<file path="config.mk">
export PLATFORM = sky130hd
export DESIGN_NAME = divider_and_reloading_timer
export DESIGN_NICKNAME = d
export VERILOG_FILES = /design/src/rtl/core/dart_pkg.sv /design/src/rtl/core/dart_core.sv /design/src/rtl/core/dart_out.sv /design/src/rtl/core/divider_and_reloading_timer.sv
export VERILOG_INCLUDE_DIRS = /design/src /design/src/rtl/core
export SDC_FILE = /design/constraint.sdc
export NUM_CORES = 1
export LEC_CHECK = 0
export BUFFER_PORTS_ARGS = -buffer_cell sky130_fd_sc_hd__buf_2
export CAP_MARGIN = 20
export CORE_MARGIN = 5
export CORE_UTILIZATION = 35
export CTS_BUF_LIST = sky130_fd_sc_hd__clkbuf_4 sky130_fd_sc_hd__clkbuf_8 sky130_fd_sc_hd__clkbuf_16
export DETAILED_ROUTE_END_ITERATION = 8
export GPL_TIMING_DRIVEN = 0
export SETUP_SLACK_MARGIN = 0.1
export SLEW_MARGIN = 20
export SYNTH_ARGS = -nofsm -noshare
export SYNTH_HDL_FRONTEND = slang
export SYNTH_HIERARCHICAL = 1
export SYNTH_SLANG_ARGS = --single-unit
</file>
<file path="constraint.sdc">
create_clock -name aclk -period 3.3 [get_ports aclk]
set_clock_uncertainty 0.1 [all_clocks]
set_input_delay 0.66 -clock aclk [delete_from_list [all_inputs] [get_ports aclk]]
set_output_delay 0.66 -clock aclk [all_outputs]
set_load 0.03 [all_outputs]
</file>
<file path="src/rtl/core/divider_and_reloading_timer_macros.svh">
// Assertion macros shared by the timer RTL
`ifndef DIVIDER_AND_RELOADING_TIMER_MACROS_SVH
`define DIVIDER_AND_RELOADING_TIMER_MACROS_SVH
`ifndef ASSERT_OFF
`define DART_ASSERT_IMPLY(label, clk, rst_n, ante, cons) \
    label: assert property (@(posedge clk) disable iff (!(rst_n)) (ante) |-> (cons)) \
        else $error("implication check failed");
`define DART_ASSERT_NEXT(label, clk, rst_n, ante, cons) \
    label: assert property (@(posedge clk) disable iff (!(rst_n)) (ante) |=> (cons)) \
        else $error("next-cycle check failed");
`define DART_ASSERT_RESET_NEXT(label, clk, ante, cons) \
    label: assert property (@(posedge clk) (ante) |=> (cons)) \
        else $error("reset check failed");
`else
`define DART_ASSERT_IMPLY(label, clk, rst_n, ante, cons)
`define DART_ASSERT_NEXT(label, clk, rst_n, ante, cons)
`define DART_ASSERT_RESET_NEXT(label, clk, ante, cons)
`endif
`endif

</file>
<file path="src/rtl/core/dart_pkg.sv">
// Types and constants of the divider and reloading timer
package dart_pkg;

    localparam int unsigned CYCLE_WRAP = 4194304;
    localparam int unsigned CYCLE_W    = $clog2(CYCLE_WRAP);
    localparam logic [CYCLE_W-1:0] CYCLE_LAST = CYCLE_W'(CYCLE_WRAP - 1);

    localparam logic [15:0] ADDR_DIV = 16'hFF04;
    localparam logic [15:0] ADDR_CNT = 16'hFF05;
    localparam logic [15:0] ADDR_REL = 16'hFF06;
    localparam logic [15:0] ADDR_CTL = 16'hFF07;

    localparam logic [7:0] CTL_ENABLE = 8'h04;
    localparam logic [7:0] CTL_SELECT = 8'h03;

    // log2 of the step periods 1024, 16, 64, 256 and of the divider period
    localparam int unsigned PER_1024_W = 10;
    localparam int unsigned PER_16_W   = 4;
    localparam int unsigned PER_64_W   = 6;
    localparam int unsigned PER_256_W  = 8;

    localparam int unsigned S_TDATA_W = 24;
    localparam int unsigned M_TDATA_W = 16;

    typedef enum logic [1:0] {
        OP_TICK  = 2'd0,
        OP_READ  = 2'd1,
        OP_WRITE = 2'd2
    } op_t;

    typedef enum logic [1:0] {
        RATE_1024 = 2'd0,
        RATE_16   = 2'd1,
        RATE_64   = 2'd2,
        RATE_256  = 2'd3
    } rate_t;

    typedef struct packed {
        op_t         op;
        logic [15:0] address;
        logic [7:0]  write_data;
    } item_t;

    typedef struct packed {
        logic [7:0] read_data;
        logic       overflow;
    } result_t;

endpackage

</file>
<file path="src/rtl/core/dart_core.sv">
// Timer state and per-word register file logic
module dart_core
    import dart_pkg::*;
(
    input  logic    aclk,
    input  logic    aresetn,
    input  logic    step,
    input  item_t   item,
    output result_t result
);

    logic [CYCLE_W-1:0] cycle_count_reg, cycle_count_next;
    logic [7:0]         divider_reg, divider_next;
    logic [7:0]         timer_reg, timer_next;
    logic [7:0]         reload_reg, reload_next;
    logic [7:0]         control_reg, control_next;

    logic [CYCLE_W-1:0] cycle_inc;
    logic               rate_hit;
    logic               timer_on;
    rate_t              rate;

    assign cycle_inc = (cycle_count_reg == CYCLE_LAST) ? '0 : cycle_count_reg + 1'b1;
    assign timer_on  = (control_reg & CTL_ENABLE) != 8'h00;
    assign rate      = rate_t'(2'(control_reg & CTL_SELECT));

    always_comb begin
        case (rate)
            RATE_1024: rate_hit = cycle_inc[PER_1024_W-1:0] == '0;
            RATE_16:   rate_hit = cycle_inc[PER_16_W-1:0] == '0;
            RATE_64:   rate_hit = cycle_inc[PER_64_W-1:0] == '0;
            RATE_256:  rate_hit = cycle_inc[PER_256_W-1:0] == '0;
            default:   rate_hit = 1'b0;
        endcase
    end

    always_comb begin
        cycle_count_next = cycle_count_reg;
        divider_next     = divider_reg;
        timer_next       = timer_reg;
        reload_next      = reload_reg;
        control_next     = control_reg;
        result           = '0;
        case (item.op)
            OP_TICK: begin
                cycle_count_next = cycle_inc;
                if (cycle_inc[PER_256_W-1:0] == '0) begin
                    divider_next = divider_reg + 8'd1;
                end
                if (timer_on && rate_hit) begin
                    if (timer_reg == 8'hFF) begin
                        timer_next      = reload_reg;
                        result.overflow = 1'b1;
                    end else begin
                        timer_next = timer_reg + 8'd1;
                    end
                end
            end
            OP_READ: begin
                case (item.address)
                    ADDR_DIV: result.read_data = divider_reg;
                    ADDR_CNT: result.read_data = timer_reg;
                    ADDR_REL: result.read_data = reload_reg;
                    ADDR_CTL: result.read_data = control_reg;
                    default:  result.read_data = 8'h00;
                endcase
            end
            OP_WRITE: begin
                case (item.address)
                    ADDR_DIV: divider_next = 8'h00;
                    ADDR_CNT: timer_next   = item.write_data;
                    ADDR_REL: reload_next  = item.write_data;
                    ADDR_CTL: control_next = item.write_data;
                    default:  ;
                endcase
            end
            default: ;
        endcase
    end

    always_ff @(posedge aclk) begin
        if (!aresetn) begin
            cycle_count_reg <= '0;
            divider_reg     <= '0;
            timer_reg       <= '0;
            reload_reg      <= '0;
            control_reg     <= '0;
        end else if (step) begin
            cycle_count_reg <= cycle_count_next;
            divider_reg     <= divider_next;
            timer_reg       <= timer_next;
            reload_reg      <= reload_next;
            control_reg     <= control_next;
        end
    end

endmodule

</file>
<file path="src/rtl/core/dart_out.sv">
// Result register on the master side
module dart_out
    import dart_pkg::*;
(
    input  logic                 aclk,
    input  logic                 aresetn,
    input  logic                 load,
    input  result_t              result,
    output logic                 free,
    output logic                 m_tvalid,
    input  logic                 m_tready,
    output logic [M_TDATA_W-1:0] m_tdata    // [7:0] read_data, [8] overflow
);

    logic    valid_reg;
    result_t data_reg;

    assign free     = !valid_reg || m_tready;
    assign m_tvalid = valid_reg;
    assign m_tdata  = {{(M_TDATA_W - 9){1'b0}}, data_reg.overflow, data_reg.read_data};

    always_ff @(posedge aclk) begin
        if (!aresetn) begin
            valid_reg <= 1'b0;
        end else if (free) begin
            valid_reg <= load;
        end
    end

    always_ff @(posedge aclk) begin
        if (load) begin
            data_reg <= result;
        end
    end

endmodule

</file>
<file path="src/rtl/core/divider_and_reloading_timer.sv">
// Top level of the divider and reloading timer
// One word is taken per clock while m_tready stays high: a tick (tuser 0), a bus read
// (1) or a bus write (2), and each word returns exactly one result word. A word
// passes an input register and is then applied to the timer registers in the same
// cycle that it lands in the result register. m_tdata[7:0] carries the read byte
// (zero for ticks, writes and unknown addresses), m_tdata[8] flags a tick on which
// the counter overflowed and reloaded. Registers: 0xFF04 divider (any write clears
// it), 0xFF05 counter, 0xFF06 reload value, 0xFF07 control (bit 2 enable, bits 1:0
// select 1024/16/64/256).
`include "divider_and_reloading_timer_macros.svh"
module divider_and_reloading_timer
    import dart_pkg::*;
(
    input  logic                 aclk,
    input  logic                 aresetn,
    input  logic                 s_tvalid,
    output logic                 s_tready,
    input  logic [S_TDATA_W-1:0] s_tdata,   // [15:0] address, [23:16] write_data
    input  logic [1:0]           s_tuser,   // [1:0] operation
    output logic                 m_tvalid,
    input  logic                 m_tready,
    output logic [M_TDATA_W-1:0] m_tdata    // [7:0] read_data, [8] overflow
);

    logic    in_valid_reg;
    item_t   in_item_reg;
    logic    out_free;
    logic    advance;
    result_t result;

    assign advance  = in_valid_reg && out_free;
    assign s_tready = !in_valid_reg || advance;

    always_ff @(posedge aclk) begin
        if (!aresetn) begin
            in_valid_reg <= 1'b0;
        end else if (s_tready) begin
            in_valid_reg <= s_tvalid;
        end
    end

    always_ff @(posedge aclk) begin
        if (s_tready && s_tvalid) begin
            in_item_reg.op         <= op_t'(s_tuser);
            in_item_reg.address    <= s_tdata[15:0];
            in_item_reg.write_data <= s_tdata[23:16];
        end
    end

    dart_core u_core (
        .aclk    (aclk),
        .aresetn (aresetn),
        .step    (advance),
        .item    (in_item_reg),
        .result  (result)
    );

    dart_out u_out (
        .aclk     (aclk),
        .aresetn  (aresetn),
        .load     (advance),
        .result   (result),
        .free     (out_free),
        .m_tvalid (m_tvalid),
        .m_tready (m_tready),
        .m_tdata  (m_tdata)
    );

    `DART_ASSERT_IMPLY(a_ovf_no_data, aclk, aresetn, m_tvalid && m_tdata[8], m_tdata[7:0] == 8'h00)
    `DART_ASSERT_NEXT(a_held_word_kept, aclk, aresetn, in_valid_reg && !out_free, in_valid_reg)
    `DART_ASSERT_RESET_NEXT(a_reset_empty, aclk, !aresetn, !m_tvalid && !in_valid_reg)

endmodule

</file>
==> results.cfg, run 1 <==
[synth]
synth_ff_type = dfxtp_1
synth.avg_cell_area_um2 = 9.503
ys_types = 63
ys_async_sr_fraction = 0
synthCells = 467
yosysWarnings = 6
synth_area_mm2 = 0.004438
ys_ff_latch = 91
ys_seq_area_frac = 0.4894
synth_edf_count = 35

[sta]
finalHoldViolCount = 0
grt_setup_unrepaired = no
drv_slew = 0
period_minus_slack_ns = 3.017
setup_tns_ns = 0
worst_pin_slew_ns = 0.6734
worst_hold_slack_ns = 0.3581
setup_viol = 0
slew_headroom = 0.5469
max_freq_mhz = 331.4
period_share = 0.9143

[cells_and_area]
layout-drive-gt1-share = 0.1758
area_growth_pct = 17.00
multi_input_area_mm2 = 0.002113
postLayoutCoreUtil = 0.4148
nFillCells = 1248
largest_reg_flops = 26
seqCellArea_mm2 = 0.002172
diodes = 0
nets = 557

[die]
die_w_um = 122.6
die_h_um = 122.6
core_mm2 = 0.01252
ioPinCount = 48
initial_core_util = 0.3546
std_cell_rows = 41
die_area_mm2 = 0.01503

[cts]
path_clk_slew_ns = 0.07
cts_tree = yes
root_buffer = clkbuf_16
cts_sinks = 91
ctsHoldBuffers = 0
clk_latency_ns = 0.34
cts-resized-gates = 0
cts_setup_buffers = 0
cts_buffer_depth = 2
htreeDepth = 3
cts_inserted_buffers = 9

[drt]
routed_via_density = 5.088
wl_mm = 9.846
vias = 3567
first_pass_iters = 5
drt_iter0_drc = 271
wl_per_cell_um = 14.05
ant_nets = 0
drc = 0

[grt]
grtUsageTotal = 0.1414
antenna_found_initial = 0
grt_overflow = 0
grt_pass1_wl_mm = 16.89
grt_pass1_vias = 3497
grt_start_max_net_pins = 27

[worst_setup_path]
cp.required_ns = 3.49
critPathKind = flop to flop
cp_data_arrival_time_ns = 3.20
r2r_setup_slack_ns = 0.28
end_kind = flop
start_kind = flop
critPathMaxFanout = 10

[power_and_ir_drop]
combPwrFrac = 0.048
pwr-share-seq = 0.501
power.internal_w = 0.001894
switching_power_w = 0.0005203
power.density_mw_per_mm2 = 465.0
ir_worst_vdd_mv = 0.3098
swShare = 0.2155
clkPwrFrac = 0.450
cellLeakagePower_nw = 1.789

[worst_hold_path]
min_path_type = flop to flop

[outcome]
status = completed

[placement]
gp_congestion = 0.8649
io_buffers = 40
place_hpwl_mm = 7.309

[job]
drv_cap = 0
routing by layer:
metal	vias to the layer above	share of wire	track usage
met3	14	0.046	0.02673
met1	1683	0.47	0.1971
met4	0	0.016	0.05598
met2	83	0.47	0.2168
met5	-	0	0
li1	1787	-	-
critical path, stage by stage, from the launching register on:
cell and delay [ns]:
dfxtp_1 0.43, ha_1 0.27, nand3_1 0.27, nor4_1 0.48, nand4_1 0.29, nor3_1 0.30, a221oi_2 0.09, buf_6 0.17
or4b_1 0.49, nand2_1 0.07
final timing paths:
check                                    startpoint                                 end  depth (start not counted)
max reg2reg  u_core/cycle_count_reg[0]$_SDFFE_PN0P_  u_core/divider_reg[4]$_SDFFE_PN0P_                          9
min              u_core/control_reg[5]$_SDFFE_PN0P_  u_core/control_reg[5]$_SDFFE_PN0P_                          2
min reg2reg      u_core/control_reg[5]$_SDFFE_PN0P_  u_core/control_reg[5]$_SDFFE_PN0P_                          2
max          u_core/cycle_count_reg[0]$_SDFFE_PN0P_  u_core/divider_reg[4]$_SDFFE_PN0P_                          9
through the flow:
step / setup WS (ns) / area [µm²] / cells / total power (W)
2_1_floorplan: 0.6467 / 4461 / 473 / 0.001308
3_3_place_gp: 0.2261 / 4876 / 685 / 0.001351
3_5_place_dp: 0.2149 / 4876 / 685 / 0.001352
4_1_cts: 0.2895 / 5192 / 701 / 0.002439
5_1_grt: 0.1120 / 5192 / 701 / 0.002508
6_report: 0.2829 / 5192 / 701 / 0.002415
power by group through the flow:
stage	sequential, W	clock (W)	combinational (W)
3_3_place_gp	0.00124	0	0.000116
5_1_grt	0.00121	0.00117	0.000128
2_1_floorplan	0.00124	0	0.0000653
6_report	0.00121	0.00109	0.000117
3_5_place_dp	0.00124	0	0.000117
4_1_cts	0.00121	0.00111	0.000117
cells in the mapped netlist (all sizes together) (4+ instances only):
master	n	area, µm²
a211oi	4	30.03
a21oi	44	220.2
a22oi	8	60.06
and2	5	35.04
and4	4	35.03
buf	11	85.08
clkbuf	16	60.06
dfxtp	56	1121
edfxtp	35	1051
inv	7	26.28
mux2	8	90.09
mux2i	7	70.07
nand2	73	274.0
nand2b	6	52.55
nand3	24	120.1
nand4	13	87.58
nor2	32	120.1
nor2b	9	56.30
nor3	7	35.03
nor4	5	37.53
o21ai	15	78.82
o31ai	5	52.55
or3	8	55.05
or4b	4	40.04
xnor2	9	78.83
xor2	15	131.4
cell usage in the layout, fill, tap and decap left out, types with 7 or more instances in the layout:
cell | netlist | routed
nand2_1 | 73 | 73
nand4_1 | 12 | 12
inv_1 | 7 | 7
mux2_2 | 8 | 8
dfxtp_1 | 56 | 56
nor2b_1 | 9 | 9
nand3_1 | 24 | 24
or3_1 | 7 | 7
xor2_1 | 15 | 15
clkbuf_1 | 16 | 16
nor3_1 | 7 | 7
edfxtp_1 | 35 | 35
a21oi_1 | 44 | 44
buf_4 | 7 | 7
xnor2_1 | 9 | 9
mux2i_1 | 7 | 7
o21ai_0 | 11 | 11
clkbuf_16 | 0 | 9
nor2_1 | 32 | 32
a22oi_1 | 8 | 8
buf_2 | 2 | 42
conb_1 | 1 | 7
cell type report:
cell class,instances,share of cell area
Buffer,27,0.02795
Multi-Input combinational cell,347,0.4070
Clock buffer,9,0.04337
Inverter,8,0.005783
Tap cell,172,0.04145
Sequential cell,91,0.4183
Clock inverter,7,0.01759
Timing Repair Buffer,40,0.03855
logic make-up (layout without fill, tap and decap cells):
logic type / Yosys count / count (layout) / share of synthesized area
AND/OR/NAND/NOR: 208 / 208 / 0.2467
adder cells (fa/ha/maj): 3 / 3 / 0.008459
multiplexers: 15 / 15 / 0.03609
other: 1 / 7 / 0.0008450
buffers and inverters: 35 / 91 / 0.03947
flip-flops: 91 / 91 / 0.4894
AO/OA/AOI/OAI: 90 / 90 / 0.1317
XOR/XNOR: 24 / 24 / 0.04737
Power figures use the tool's default switching activity.
==> run 2, diff against run 1 <==
--- a/config.mk
+++ b/config.mk
@@ -8,11 +8,15 @@
 export LEC_CHECK = 0
 export BUFFER_PORTS_ARGS = -buffer_cell sky130_fd_sc_hd__buf_2
 export CAP_MARGIN = 20
+export CELL_PAD_IN_SITES_DETAIL_PLACEMENT = 1
+export CELL_PAD_IN_SITES_GLOBAL_PLACEMENT = 1
 export CORE_MARGIN = 5
 export CORE_UTILIZATION = 35
 export CTS_BUF_LIST = sky130_fd_sc_hd__clkbuf_4 sky130_fd_sc_hd__clkbuf_8 sky130_fd_sc_hd__clkbuf_16
+export CTS_CLUSTER_SIZE = 10
 export DETAILED_ROUTE_END_ITERATION = 8
 export GPL_TIMING_DRIVEN = 0
+export PLACE_DENSITY_LB_ADDON = 0.1
 export SETUP_SLACK_MARGIN = 0.1
 export SLEW_MARGIN = 20
 export SYNTH_ARGS = -nofsm -noshare
==> results.cfg, run 2 (synthesized netlist as in run 1, its figures left out) <==
[outcome]
status = completed

[sta]
period_share = 0.8969
max_freq_mhz = 337.9
setup_viol = 0
period_minus_slack_ns = 2.960
finalHoldViolCount = 0
setup_tns_ns = 0
slew_headroom = 0.4804
drv_slew = 0
grt_setup_unrepaired = no
worst_pin_slew_ns = 0.7723

[cts]
cts_setup_buffers = 0
htreeDepth = 3
cts_inserted_buffers = 9
ctsHoldBuffers = 0
cts_buffer_depth = 2
clk_latency_ns = 0.34
cts_sinks = 91
root_buffer = clkbuf_16
cts_tree = yes
path_clk_slew_ns = 0.07

[drt]
routed_via_density = 5.086
wl_mm = 11.36
ant_nets = 0
vias = 3565
wl_per_cell_um = 16.21
drc = 0
first_pass_iters = 4
drt_iter0_drc = 143

[worst_setup_path]
cp_data_arrival_time_ns = 2.95
critPathKind = flop to flop
end_kind = flop
critPathMaxFanout = 6
start_kind = flop
cp.required_ns = 3.29

[cells_and_area]
layout-drive-gt1-share = 0.1815
diodes = 0
area_growth_pct = 18.16
postLayoutCellArea_mm2 = 0.005244
final_common_cell = nand2_1
nFillCells = 1501
most-common-layout-cells = nand2_1 (73), dfxtp_1 (56), a21oi_1 (44), buf_2 (42), edfxtp_1 (35)
largest_reg_flops = 26
nets = 557

[placement]
place_hpwl_mm = 8.499
gp_congestion = 0.7891
dpl-instance-area_mm2 = 0.004876
io_buffers = 40

[grt]
gr-max-usage-layer = met2
antenna_found_initial = 0
grt.met2_usage = 0.2587
grt_overflow = 0
grt_pass1_vias = 3623
use_met3 = 0.02857
grtUsageTotal = 0.1610
grt_pass1_wl_mm = 18.66
grtUsageMet1 = 0.2167
grt_start_max_net_pins = 27

[power_and_ir_drop]
pwr-share-seq = 0.481
swShare = 0.2095
ir_worst_vdd_mv = 0.2789
power.internal_w = 0.001989
power.density_mw_per_mm2 = 479.9
combPwrFrac = 0.048
cellLeakagePower_nw = 1.815
switching_power_w = 0.0005273
clkPwrFrac = 0.471

[die]
die_area_mm2 = 0.01503
die_w_um = 122.6
std_cell_rows = 41
initial_core_util = 0.3546
die_h_um = 122.6
ioPinCount = 48
core_mm2 = 0.01252

[worst_hold_path]
min_path_type = flop to flop

[job]
drv_cap = 0
[run 2: final timing paths]
path,cells past startpoint,slack (ns),from,to
worst min register to register,2,0.35,u_core/control_reg[7]$_SDFFE_PN0P_,u_core/control_reg[7]$_SDFFE_PN0P_
worst min-delay path,2,0.35,u_core/control_reg[7]$_SDFFE_PN0P_,u_core/control_reg[7]$_SDFFE_PN0P_
worst max register to register,7,0.34,u_core/cycle_count_reg[0]$_SDFFE_PN0P_,u_out/m_tdata[8]$_DFFE_PP_
worst max-delay path,7,0.34,u_core/cycle_count_reg[0]$_SDFFE_PN0P_,u_out/m_tdata[8]$_DFFE_PP_
[run 2: metrics by stage]
stage | setup slack (ns) | power [W] | utilization | hold WS (ns) | std cells
floorplan | 0.6467 | 0.001308 | - | 0.3284 | 473
global placement | 0.1623 | 0.001355 | 0.3895 | 0.3365 | 685
detailed placement | 0.1129 | 0.001358 | 0.3895 | 0.3406 | 685
CTS | 0.1828 | 0.002549 | 0.4168 | 0.3516 | 701
global route | 0.1088 | 0.002607 | 0.4189 | 0.3691 | 701
finish | 0.3403 | 0.002516 | 0.4189 | 0.3540 | 701
[run 2: layout make-up]
| cell class | instances | area (µm²) | share of cell area |
|---|---|---|---|
| clock buffer | 11 | 240.2 | 0.04581 |
| multi-input combinational | 347 | 2138 | 0.4078 |
| sequential | 91 | 2172 | 0.4142 |
| buffer | 27 | 146.4 | 0.02792 |
| clock inverter | 5 | 101.3 | 0.01933 |
| timing repair buffer | 40 | 200.2 | 0.03818 |
| tap | 172 | 215.2 | 0.04104 |
| inverter | 8 | 30.03 | 0.005727 |
[run 2: power groups by stage]
stage / Clock (W) / Combinational, W / Sequential (W)
after floorplan: 0 / 0.0000653 / 0.00124
after global placement: 0 / 0.000120 / 0.00123
after detailed placement: 0 / 0.000122 / 0.00124
after CTS: 0.00122 / 0.000123 / 0.00121
after global routing: 0.00126 / 0.000133 / 0.00121
final: 0.00119 / 0.000121 / 0.00121
[run 2: metal layers]
| metal | wire length (µm) | vias up | share of wire |
|---|---|---|---|
| li1 | - | 1783 | - |
| met1 | 5521 | 1718 | 0.49 |
| met2 | 5293 | 54 | 0.47 |
| met3 | 373 | 10 | 0.033 |
| met4 | 175 | 0 | 0.015 |
| met5 | 0 | - | 0 |
[run 2: timing repair]
| action | CTS | global route |
|---|---|---|
| endpoints found under the hold margin | 0 | 0 |
| resized for setup | 0 | 5 |
| setup endpoints to repair | 0 | 18 |
[run 2: worst max-delay path, cell delays in order (launching register included)]
cell and delay, ns:
dfxtp_1 0.43, ha_1 0.29, or4b_1 0.47, o22ai_1 0.29, nand2_1 0.17, a2111oi_4 0.44, nor2_1 0.09, nor4b_1 0.42
==> run 3, diff against run 2 <==
--- a/config.mk
+++ b/config.mk
@@ -6,7 +6,6 @@
 export SDC_FILE = /design/constraint.sdc
 export NUM_CORES = 1
 export LEC_CHECK = 0
-export BUFFER_PORTS_ARGS = -buffer_cell sky130_fd_sc_hd__buf_2
 export CAP_MARGIN = 20
 export CELL_PAD_IN_SITES_DETAIL_PLACEMENT = 1
 export CELL_PAD_IN_SITES_GLOBAL_PLACEMENT = 1
@@ -15,6 +14,7 @@
 export CTS_BUF_LIST = sky130_fd_sc_hd__clkbuf_4 sky130_fd_sc_hd__clkbuf_8 sky130_fd_sc_hd__clkbuf_16
 export CTS_CLUSTER_SIZE = 10
 export DETAILED_ROUTE_END_ITERATION = 8
+export DONT_BUFFER_PORTS = 1
 export GPL_TIMING_DRIVEN = 0
 export PLACE_DENSITY_LB_ADDON = 0.1
 export SETUP_SLACK_MARGIN = 0.1
==> constraint.sdc (replaced) <==
create_clock -name aclk -period 2.6 [get_ports aclk]
set_clock_uncertainty 0.1 [all_clocks]
set_input_delay 0.52 -clock aclk [delete_from_list [all_inputs] [get_ports aclk]]
set_output_delay 0.52 -clock aclk [all_outputs]
set_load 0.03 [all_outputs]
==> results.cfg, run 3 (synthesized netlist as in run 1, its figures left out) <==
[placement]
place_hpwl_mm = 8.371
post-place-ws_ns = -0.5317
io_buffers = 0
dpl-instance-area_mm2 = 0.004712
gp_congestion = 0.8100
dp.cells = 645

[cells_and_area]
layout-drive-gt1-share = 0.2359
finish.cell_count_without_fillers = 685
diodes = 0
most-common-layout-cells = nand2_1 (71), dfxtp_1 (48), a21oi_1 (44), edfxtp_1 (35), nor2_1 (29)
largest_reg_flops = 26
final_common_cell = nand2_1
postLayoutCellArea_mm2 = 0.005433
area_growth_pct = 22.41
nets = 541

[worst_setup_path]
crit_start = in_item_reg[11]$_DFFE_PP_
cp.required_ns = 2.79
slowest_delay_ns = 0.56
end_kind = flop
crit_family = simple AND/OR/NAND/NOR gates
slowest_stage = or4b_4
crit_buf_inv = 1
timing.rr.start = in_item_reg[11]$_DFFE_PP_
critPathMaxFanout = 8
cp_data_arrival_time_ns = 2.88
critPathKind = flop to flop
cp_cell_sequence = or4b_4 -> or4_4 -> nor4_4 -> a221oi_2 -> buf_6 -> or4b_1 -> nand2_1
start_kind = flop

[drt]
first_pass_iters = 4
drt_iter0_drc = 105
routed_via_density = 5.187
drc = 0
wl_mm = 11.98
vias = 3553
wl_per_cell_um = 17.49
ant_nets = 0

[sta]
worst_pin_slew_ns = 0.7737
max_freq_mhz = 372.9
slew_headroom = 0.4842
drv_slew = 0
period_minus_slack_ns = 2.682
finalHoldViolCount = 0
period_share = 1.031
grt_setup_unrepaired = yes
setup_viol = 11
setup_ws_ns = -0.08169

[cts]
path_clk_slew_ns = 0.08
clk_latency_ns = 0.36
root_buffer = clkbuf_16
cts_buffer_depth = 2
cts_sinks = 91
cts_inserted_buffers = 9
cts_tree = yes
htreeDepth = 3
ctsHoldBuffers = 0

[power_and_ir_drop]
power_w = 0.002978
pwr-share-seq = 0.521
power.internal_w = 0.002230
power.density_mw_per_mm2 = 548.2
switching_power_w = 0.0007479
clkPwrFrac = 0.437
swShare = 0.2511
cellLeakagePower_nw = 1.864
ir_worst_vdd_mv = 0.3781
combPwrFrac = 0.042

[grt]
grt_pass1_vias = 3609
antenna_found_initial = 0
grt_start_max_net_pins = 27
grt_pass1_wl_mm = 19.25
grt_overflow = 0
grtUsageTotal = 0.1671

[die]
std_cell_rows = 41
die_area_mm2 = 0.01503
initial_core_util = 0.3546
die_w_um = 122.6
ioPinCount = 48
die_h_um = 122.6
core_mm2 = 0.01252

[job]
drv_cap = 0

[worst_hold_path]
hold_start = s_tuser[0]
min_path_type = input pin to flop

[outcome]
status = finished with violations
failed_checks = negative setup slack
## run 3: changes by cell type in the layout (fill, tap and decap cells not counted), moves of 4 or more
cell and delta:
clkbuf_1 -4, buf_6 +5, buf_4 +19, nand3_1 -5, buf_2 -40, dfxtp_1 -8, nor4_4 +4, nand3_2 +4
dfxtp_2 +6
## run 3: stage by stage
stage,utilization,hold slack [ns],setup TNS (ns)
finish,0.4340,0.1540,-0.2533
global placement,0.3764,0.3371,-10.81
floorplan,-,0.3284,0
CTS,0.4186,0.1357,-0.4337
global route,0.4340,0.1326,-2.488
detailed placement,0.3764,0.3449,-11.85
## run 3: worst reg2reg max path, cell delays in order (launching register included)
cell and delay (ns):
edfxtp_1 0.36, or4b_4 0.56, or4_4 0.52, nor4_4 0.22
a221oi_2 0.15, buf_6 0.16, or4b_1 0.49, nand2_1 0.07
## run 3: worst paths after layout
check / endpoint / cells after the start / slack [ns]
max: u_core/divider_reg[4]$_SDFFE_PN0P_ / 7 / -0.08
min reg2reg: u_core/control_reg[4]$_SDFFE_PN0P_ / 2 / 0.35
max reg2reg: u_core/divider_reg[4]$_SDFFE_PN0P_ / 7 / -0.08
min: in_item_reg[24]$_DFFE_PP_ / 0 / 0.15
## run 3: cell type report
type                       count  area [µm²]
clock buffer                   9       225.2
timing repair buffer          24       198.9
fill                        1445        7084
sequential                    91        2187
inverter                       8       30.03
clock inverter                 7       71.32
tap                          172       215.2
buffer                        27       150.1
multi-input combinational    347        2355
## run 3: timing repair
item,in CTS,in global routing
endpoints found under the setup margin,55,49
pin swaps,13,8
buffers inserted,11,12
gates cloned,1,0
gates resized for setup,36,23
## run 3: power by group through the flow
stage | sequential, W | clock, W | combinational [W]
finish | 0.00155 | 0.00130 | 0.000126
global route | 0.00156 | 0.00141 | 0.000136
detailed placement | 0.00159 | 0 | 0.000111
CTS | 0.00155 | 0.00135 | 0.000117
floorplan | 0.00158 | 0 | 0.0000842
global placement | 0.00159 | 0 | 0.000109
## run 3: per-layer routing
| metal | track usage | wire length, µm | part of all wire | vias to the layer above |
|---|---|---|---|---|
| met5 | 0 | 0 | 0 | - |
| met4 | 0.05878 | 177 | 0.015 | 0 |
| met3 | 0.03917 | 310 | 0.026 | 9 |
| met2 | 0.2748 | 5793 | 0.48 | 37 |
| met1 | 0.2153 | 5696 | 0.48 | 1758 |
| li1 | - | - | - | 1749 |
